--- src/sv/rcs_pkg.sv ---
`timescale 1ns / 1ps
// ----------------------------------------------------------------------------
// rcs_pkg
// Shared types and constants of the rank count sort unit.
// ----------------------------------------------------------------------------
package rcs_pkg;

    localparam int DATA_W = 32;

    typedef logic signed [DATA_W-1:0] data_t;

    // control of the element and rank memories
    typedef struct packed {
        logic rd_en;
        logic elem_wr_en;
        logic rank_wr_en;
    } rank_ctrl_t;

endpackage

--- src/sv/rcs_rank_mem.sv ---
`timescale 1ns / 1ps
// ----------------------------------------------------------------------------
// rcs_rank_mem
// Element and rank memories with a registered read port and the shared
// signed compare unit that tests each stored element against the new key.
// ----------------------------------------------------------------------------
module rcs_rank_mem #(
    parameter int MAX_N = 64
) (
    input  logic                        aclk,
    input  rcs_pkg::rank_ctrl_t         ctrl,
    input  logic [$clog2(MAX_N)-1:0]    rd_addr,
    input  logic [$clog2(MAX_N)-1:0]    wr_addr,
    input  rcs_pkg::data_t              elem_wdata,
    input  logic [$clog2(MAX_N)-1:0]    rank_wdata,
    input  rcs_pkg::data_t              key,
    output rcs_pkg::data_t              elem_q,
    output logic [$clog2(MAX_N)-1:0]    rank_q,
    output logic                        le
);

    localparam int AW = $clog2(MAX_N);

    rcs_pkg::data_t  elem_mem [0:MAX_N-1];
    logic [AW-1:0]   rank_mem [0:MAX_N-1];

    always_ff @(posedge aclk) begin
        if (ctrl.elem_wr_en) begin
            elem_mem[wr_addr] <= elem_wdata;
        end
        if (ctrl.rd_en) begin
            elem_q <= elem_mem[rd_addr];
        end
    end

    always_ff @(posedge aclk) begin
        if (ctrl.rank_wr_en) begin
            rank_mem[wr_addr] <= rank_wdata;
        end
        if (ctrl.rd_en) begin
            rank_q <= rank_mem[rd_addr];
        end
    end

    // stored element ranks before the key
    assign le = (elem_q <= key);

endmodule

--- src/sv/rcs_sort_buf.sv ---
`timescale 1ns / 1ps
// ----------------------------------------------------------------------------
// rcs_sort_buf
// Sorted-order memory filled by rank scatter, read out in ascending order
// into the result register of the output channel.
// ----------------------------------------------------------------------------
module rcs_sort_buf #(
    parameter int MAX_N = 64
) (
    input  logic                        aclk,
    input  logic                        aresetn,
    input  logic                        wr_en,
    input  logic [$clog2(MAX_N)-1:0]    wr_addr,
    input  rcs_pkg::data_t              wr_data,
    input  logic                        rd_en,
    input  logic [$clog2(MAX_N)-1:0]    rd_addr,
    input  logic                        rd_last,
    output logic                        can_issue,
    output logic                        m_valid,
    input  logic                        m_ready,
    output rcs_pkg::data_t              m_sorted_value,
    output logic                        m_last_out
);

    rcs_pkg::data_t sort_mem [0:MAX_N-1];

    logic valid_reg;
    logic valid_next;

    always_ff @(posedge aclk) begin
        if (wr_en) begin
            sort_mem[wr_addr] <= wr_data;
        end
        if (rd_en) begin
            m_sorted_value <= sort_mem[rd_addr];
            m_last_out     <= rd_last;
        end
    end

    always_comb begin
        valid_next = valid_reg;
        if (rd_en) begin
            valid_next = 1'b1;
        end else if (m_ready) begin
            valid_next = 1'b0;
        end
    end

    always_ff @(posedge aclk) begin
        if (!aresetn) begin
            valid_reg <= 1'b0;
        end else begin
            valid_reg <= valid_next;
        end
    end

    assign can_issue = !valid_reg || m_ready;
    assign m_valid   = valid_reg;

endmodule

--- src/sv/rank_count_sort_unit.sv ---
`timescale 1ns / 1ps
// ----------------------------------------------------------------------------
// rank_count_sort_unit
// Stable comparison-counting sort of signed 32-bit values.
// ----------------------------------------------------------------------------
// an item holds off the input through the single compare walk over the n stored
//   values and its store; a full store drops it
// the last item adds rank scatter and readout; results leave at one per
//   cycle while m_ready holds
// synchronous active-low reset empties the store; memories are not cleared
// ----------------------------------------------------------------------------
module rank_count_sort_unit #(
    parameter int MAX_N = 64
) (
    input  logic                aclk,
    input  logic                aresetn,
    input  logic                s_valid,
    output logic                s_ready,
    input  rcs_pkg::data_t      s_value,
    input  logic                s_last_in,
    output logic                m_valid,
    input  logic                m_ready,
    output rcs_pkg::data_t      m_sorted_value,
    output logic                m_last_out
);

    localparam int AW = $clog2(MAX_N);
    localparam int CW = $clog2(MAX_N + 1);
    localparam logic [CW-1:0] MAX_CNT = CW'(MAX_N);

    localparam logic [2:0] ST_IDLE    = 3'd0;
    localparam logic [2:0] ST_SCAN    = 3'd1;
    localparam logic [2:0] ST_STORE   = 3'd2;
    localparam logic [2:0] ST_SCATTER = 3'd3;
    localparam logic [2:0] ST_EMIT    = 3'd4;

    logic [2:0]       state_reg, state_next;
    logic [CW-1:0]    count_reg, count_next;
    logic [CW-1:0]    idx_reg, idx_next;
    logic             pv_reg, pv_next;
    logic [AW-1:0]    paddr_reg, paddr_next;
    logic [AW-1:0]    acc_reg, acc_next;
    rcs_pkg::data_t   nv_reg, nv_next;
    logic             last_reg, last_next;

    rcs_pkg::rank_ctrl_t ctrl;
    logic [AW-1:0]    rd_addr;
    logic [AW-1:0]    wr_addr;
    logic [AW-1:0]    rank_wdata;
    rcs_pkg::data_t   elem_q;
    logic [AW-1:0]    rank_q;
    logic             le;

    logic             sort_wr_en;
    logic             sort_rd_en;
    logic             sort_rd_last;
    logic             can_issue;
    logic             issue;

    rcs_rank_mem #(
        .MAX_N (MAX_N)
    ) u_rank_mem (
        .aclk       (aclk),
        .ctrl       (ctrl),
        .rd_addr    (rd_addr),
        .wr_addr    (wr_addr),
        .elem_wdata (nv_reg),
        .rank_wdata (rank_wdata),
        .key        (nv_reg),
        .elem_q     (elem_q),
        .rank_q     (rank_q),
        .le         (le)
    );

    rcs_sort_buf #(
        .MAX_N (MAX_N)
    ) u_sort_buf (
        .aclk           (aclk),
        .aresetn        (aresetn),
        .wr_en          (sort_wr_en),
        .wr_addr        (rank_q),
        .wr_data        (elem_q),
        .rd_en          (sort_rd_en),
        .rd_addr        (idx_reg[AW-1:0]),
        .rd_last        (sort_rd_last),
        .can_issue      (can_issue),
        .m_valid        (m_valid),
        .m_ready        (m_ready),
        .m_sorted_value (m_sorted_value),
        .m_last_out     (m_last_out)
    );

    assign issue        = (idx_reg < count_reg);
    assign sort_rd_last = ((idx_reg + 1'b1) == count_reg);
    assign s_ready      = (state_reg == ST_IDLE);

    always_comb begin
        state_next = state_reg;
        count_next = count_reg;
        idx_next   = idx_reg;
        pv_next    = 1'b0;
        paddr_next = paddr_reg;
        acc_next   = acc_reg;
        nv_next    = nv_reg;
        last_next  = last_reg;
        ctrl       = '0;
        rd_addr    = idx_reg[AW-1:0];
        wr_addr    = paddr_reg;
        rank_wdata = rank_q + 1'b1;
        sort_wr_en = 1'b0;
        sort_rd_en = 1'b0;

        case (state_reg)
            ST_IDLE: begin
                if (s_valid) begin
                    nv_next   = s_value;
                    last_next = s_last_in;
                    idx_next  = '0;
                    acc_next  = '0;
                    if (count_reg < MAX_CNT) begin
                        state_next = ST_SCAN;
                    end else if (s_last_in) begin
                        state_next = ST_SCATTER;
                    end
                end
            end
            ST_SCAN: begin
                if (issue) begin
                    ctrl.rd_en = 1'b1;
                    idx_next   = idx_reg + 1'b1;
                    pv_next    = 1'b1;
                    paddr_next = idx_reg[AW-1:0];
                end
                if (pv_reg) begin
                    if (le) begin
                        acc_next = acc_reg + 1'b1;
                    end else begin
                        ctrl.rank_wr_en = 1'b1;
                    end
                end
                if (!issue && !pv_reg) begin
                    state_next = ST_STORE;
                end
            end
            ST_STORE: begin
                ctrl.elem_wr_en = 1'b1;
                ctrl.rank_wr_en = 1'b1;
                wr_addr         = count_reg[AW-1:0];
                rank_wdata      = acc_reg;
                count_next      = count_reg + 1'b1;
                idx_next        = '0;
                state_next      = last_reg ? ST_SCATTER : ST_IDLE;
            end
            ST_SCATTER: begin
                if (issue) begin
                    ctrl.rd_en = 1'b1;
                    idx_next   = idx_reg + 1'b1;
                    pv_next    = 1'b1;
                end
                if (pv_reg) begin
                    sort_wr_en = 1'b1;
                end
                if (!issue && !pv_reg) begin
                    state_next = ST_EMIT;
                    idx_next   = '0;
                end
            end
            ST_EMIT: begin
                if (can_issue) begin
                    sort_rd_en = 1'b1;
                    idx_next   = idx_reg + 1'b1;
                    if (sort_rd_last) begin
                        state_next = ST_IDLE;
                        count_next = '0;
                    end
                end
            end
            default: begin
                state_next = ST_IDLE;
            end
        endcase
    end

    always_ff @(posedge aclk) begin
        if (!aresetn) begin
            state_reg <= ST_IDLE;
            count_reg <= '0;
            idx_reg   <= '0;
            pv_reg    <= 1'b0;
        end else begin
            state_reg <= state_next;
            count_reg <= count_next;
            idx_reg   <= idx_next;
            pv_reg    <= pv_next;
        end
    end

    always_ff @(posedge aclk) begin
        paddr_reg <= paddr_next;
        acc_reg   <= acc_next;
        nv_reg    <= nv_next;
        last_reg  <= last_next;
    end

endmodule

--- config.mk ---
export PLATFORM = sky130hd
export DESIGN_NAME = rank_count_sort_unit
export DESIGN_NICKNAME = d
export VERILOG_FILES = /design/src/sv/rcs_pkg.sv /design/src/sv/rcs_rank_mem.sv /design/src/sv/rcs_sort_buf.sv /design/src/sv/rank_count_sort_unit.sv
export SDC_FILE = /design/constraint.sdc
export NUM_CORES = 2
export LEC_CHECK = 0
export BUFFER_PORTS_ARGS = -buffer_cell sky130_fd_sc_hd__buf_2
export CORE_UTILIZATION = 35
export DETAILED_ROUTE_END_ITERATION = 8
export GPL_TIMING_DRIVEN = 0
export PLACE_DENSITY = 0.49
export SLEW_MARGIN = 20
export SYNTH_ARGS = -nofsm -noshare
export SYNTH_HDL_FRONTEND = slang
export SYNTH_HIERARCHICAL = 1
export SYNTH_MEMORY_MAX_BITS = 65536
export SYNTH_SLANG_ARGS = --single-unit
--- constraint.sdc ---
create_clock -name aclk -period 5.45 [get_ports aclk]
set_clock_uncertainty 0.2 [all_clocks]
set_input_delay 1.09 -clock aclk [delete_from_list [all_inputs] [get_ports aclk]]
set_output_delay 1.09 -clock aclk [all_outputs]
set_load 0.01 [all_outputs]
==> results.cfg <==
[status]
status = finished, violations left
violations = setup timing

[synth]
postSynthCellCount = 7672
ys_seq_area_share_pct = 78.3
synth.top_cell.area_share_pct = 78.1
yosysWarnings = 6
synth_nets = 7752
syn_area_sq_um = 177000
yosys.cell_types.count = 73
ys_seq_elements = 4615
yosysMostFrequentCell = edfxtp_1
synth_top_area_cell = edfxtp_1
syn_avg_cell_area_sq_um = 23.0
async_reset_ff_share_pct = 0
synth_edf_count = 4596
ys.flop_type = edfxtp_1
yosys-top-cells-area = edfxtp_1, mux4_2, mux2i_1, o22ai_1, nor2_1
yosys-top-cells-count = edfxtp_1, mux4_2, nor2_1

[worst_setup_path]
crit_path_end = u_rank_mem/elem_q[30]
r2r_slack_ns = -0.06
startpoint = idx_reg[2]
cp_num_cells = 9
crit_chain = buf_2 > buf_2 > nor2b_1 > clkbuf_1 > a22oi_1 > nand3_1 > o211ai_1 > o22ai_1 > nor2_1
critPathMostFrequentCell = buf_2
crit_path_top_delay_cell = nor2b_1
reg2reg_depth = 9
crit_path_end_kind = flip-flop
cp_top_family = buffers and inverters
worstSetupStartpointType = flip-flop
rr_startpoint = idx_reg[2]
worst-path-max-fanout = 10
slowest_delay_ns = 0.80
arrival_ns = 6.13
r2r_end = u_rank_mem/elem_q[30]
critPathBufInv = 3
cp.required_ns = 6.06
critPathKind = reg -> reg

[power_and_ir_drop]
p_leak_uw = 0.0644
power_density_nw_per_um2 = 363
ir_worst_vdd_uv = 270

[timing]
tns_ns = -0.118
worstMarginPinSlew_ns = 1.26
finalMaxSlewViolations = 0
period_minus_slack_ns = 5.51
grt_setup_unrepaired = true
fmax_mhz = 181
finalSetupViolations = 2
relSlewSlack_pct = 15.7
post-route-period-util_pct = 101
finalHoldViolations = 0
fin_ws_ns = -0.0646

[drt]
vias_per_cell = 5.60
antenna_left = 0
drt_wl_total_mm = 565
wl_per_cell_um = 35.7
drtIter0Drc = 10900
drc = 0
vias = 88600
dr.pass1.iters = 5

[cells_and_area]
nets = 8845
largestRegisters = u_rank_mem/elem_mem (2048), u_sort_buf/sort_mem (2048), u_rank_mem/rank_mem (384)
final_util_pct = 42.3
final_cells = 15800
fill_cells = 43000
drive_gt1_share_pct = 32.2
syn2layout_area_growth_pct = 20.2

[cts]
clkLatencyLatePin_ns = 1.06
root_buffer = clkbuf_16
cts_max_path_buffers = 4
cts.clk_slew.worst_paths_ns = 0.07
cts_tree = done
numCtsBuffers = 468
cts.htree.levels = 5
cts.sinks = 4615

[global_route]
grt_pass1_vias = 89700
grt_pass1_wl_mm = 766
grt_use_total_pct = 21.9
antenna_found_initial = 21
grt_max_degree = 65
grt_overflow = 0

[placed_design]
detailedPlacementHpwl_mm = 400
gp_congestion = 0.815
dp.cells = 14900
port-buffer-count = 71

[floorplan]
start_util_pct = 35.2
ios = 72
die_h_um = 712
dieArea_sq_um = 508000
coreArea_sq_um = 502000
placementRows = 260
fp.dieW_um = 712

[job]
maxCapViolations = 0

[min_path]
hp-class = in -> reg
min_path_cells = 1
## report_power, final
group          switching (uW)  internal, uW  total, uW
combinational            4040          3030       7060
sequential                126         39300      39400
clock                   13500         17200      30700
## per-stage QoR
stage	hold slack, ns	power (uW)	worst slack (ns)	cell area (sq um)
2_1_floorplan	0.272	44400	0.858	177000
3_3_place_gp	0.379	46800	-3.40	185000
3_5_place_dp	0.383	47300	-1.25	197000
4_1_cts	0.0176	77800	-0.0671	212000
5_1_grt	0.0518	79300	-0.0335	212000
6_report	0.0916	77200	-0.0646	212000
## timing repair
action / 4_1_cts / 5_1_grt
pin swaps: 2 / 4
setup buffers: 15 / 20
hold buffers: 20 / 0
cloned: 0 / 0
gates resized for setup: 111 / 16
endpoints found under the hold margin: 20 / 0
setup endpoints to repair: 385 / 728
## area by class of cell
cell class / instances / area, sq um / share of cell area, %
well taps: 6681 / 8360 / 3.94
clock inverters: 248 / 1940 / 0.913
repair buffers: 624 / 11300 / 5.34
diodes: 4 / 10.0 / 0.00471
inverters: 61 / 231 / 0.109
clock buffers: 599 / 12400 / 5.83
plain buffers: 403 / 2070 / 0.977
multi-input cells: 2592 / 37600 / 17.7
flip-flops and latches: 4615 / 138000 / 65.2
## cells by family after synthesis
| kind of cell | Yosys count | share of synthesized area [%] |
|---|---|---|
| muxes | 1410 | 16.5 |
| AOI/OAI and AO/OA | 499 | 1.90 |
| buffers and inverters | 465 | 1.28 |
| and+or+nand+nor | 620 | 1.62 |
| adders and majority gates | 43 | 0.305 |
| DFF | 4615 | 78.3 |
| xor gates and xnor gates | 20 | 0.103 |
## cells in the final DEF (no fill, tap or decap), types with 14 or more instances in the layout
master and instances:
mux4_2 1194, buf_8 157, a31oi_1 15, nor3_1 19, o21ai_0 29, nor4_2 17
a22oi_1 57, inv_1 59, nor2_4 171, o22a_1 14, clkbuf_16 476, dlygate4sd3_1 20
buf_2 226, nand4_1 17, nand3_1 44, dfxtp_1 16, clkbuf_2 34, o21ai_1 16
nor2b_1 24, buf_6 17, edfxtp_1 4596, clkbuf_1 250, a21oi_1 53, o22ai_1 199
nand2_1 93, buf_12 108, o211ai_1 23, nor2_2 20, clkinv_1 108, nor2_1 100
buf_16 211, clkinv_2 87, mux2i_1 196, nand2b_1 51, mux2_2 19, bufinv_16 26
a221oi_1 17, ha_1 43, buf_4 115
## routing by layer
metal / routed length, um / vias to the layer above / track usage [%] / share of wire [%]
met5: 52 / - / 0 / 0.0092
met4: 24200 / 6 / 7.83 / 4.3
met3: 35200 / 848 / 2.73 / 6.2
met2: 281000 / 3716 / 37.3 / 50
met1: 225000 / 48900 / 29.0 / 40
li1: - / 35100 / - / -
## how the worst min path moves through the flow
stage / startpoint / to / slack [ns]
after floorplan: idx_reg[3] / paddr_reg[3] / 0.27
after global placement: count_reg[3] / count_reg[4] / 0.38
after detailed placement: count_reg[3] / count_reg[4] / 0.38
after CTS: s_value[28] / nv_reg[28] / 0.02
after global routing: s_value[12] / nv_reg[12] / 0.05
final: s_value[28] / nv_reg[28] / 0.09
## worst register-to-register path, stage by stage (launching register included)
cell	delay, ns
dfxtp_2	0.77
buf_2	0.76
buf_2	0.55
nor2b_1	0.80
clkbuf_1	0.76
a22oi_1	0.33
nand3_1	0.18
o211ai_1	0.48
o22ai_1	0.43
nor2_1	0.07
No activity file was read; power rests on OpenSTA's default activity.
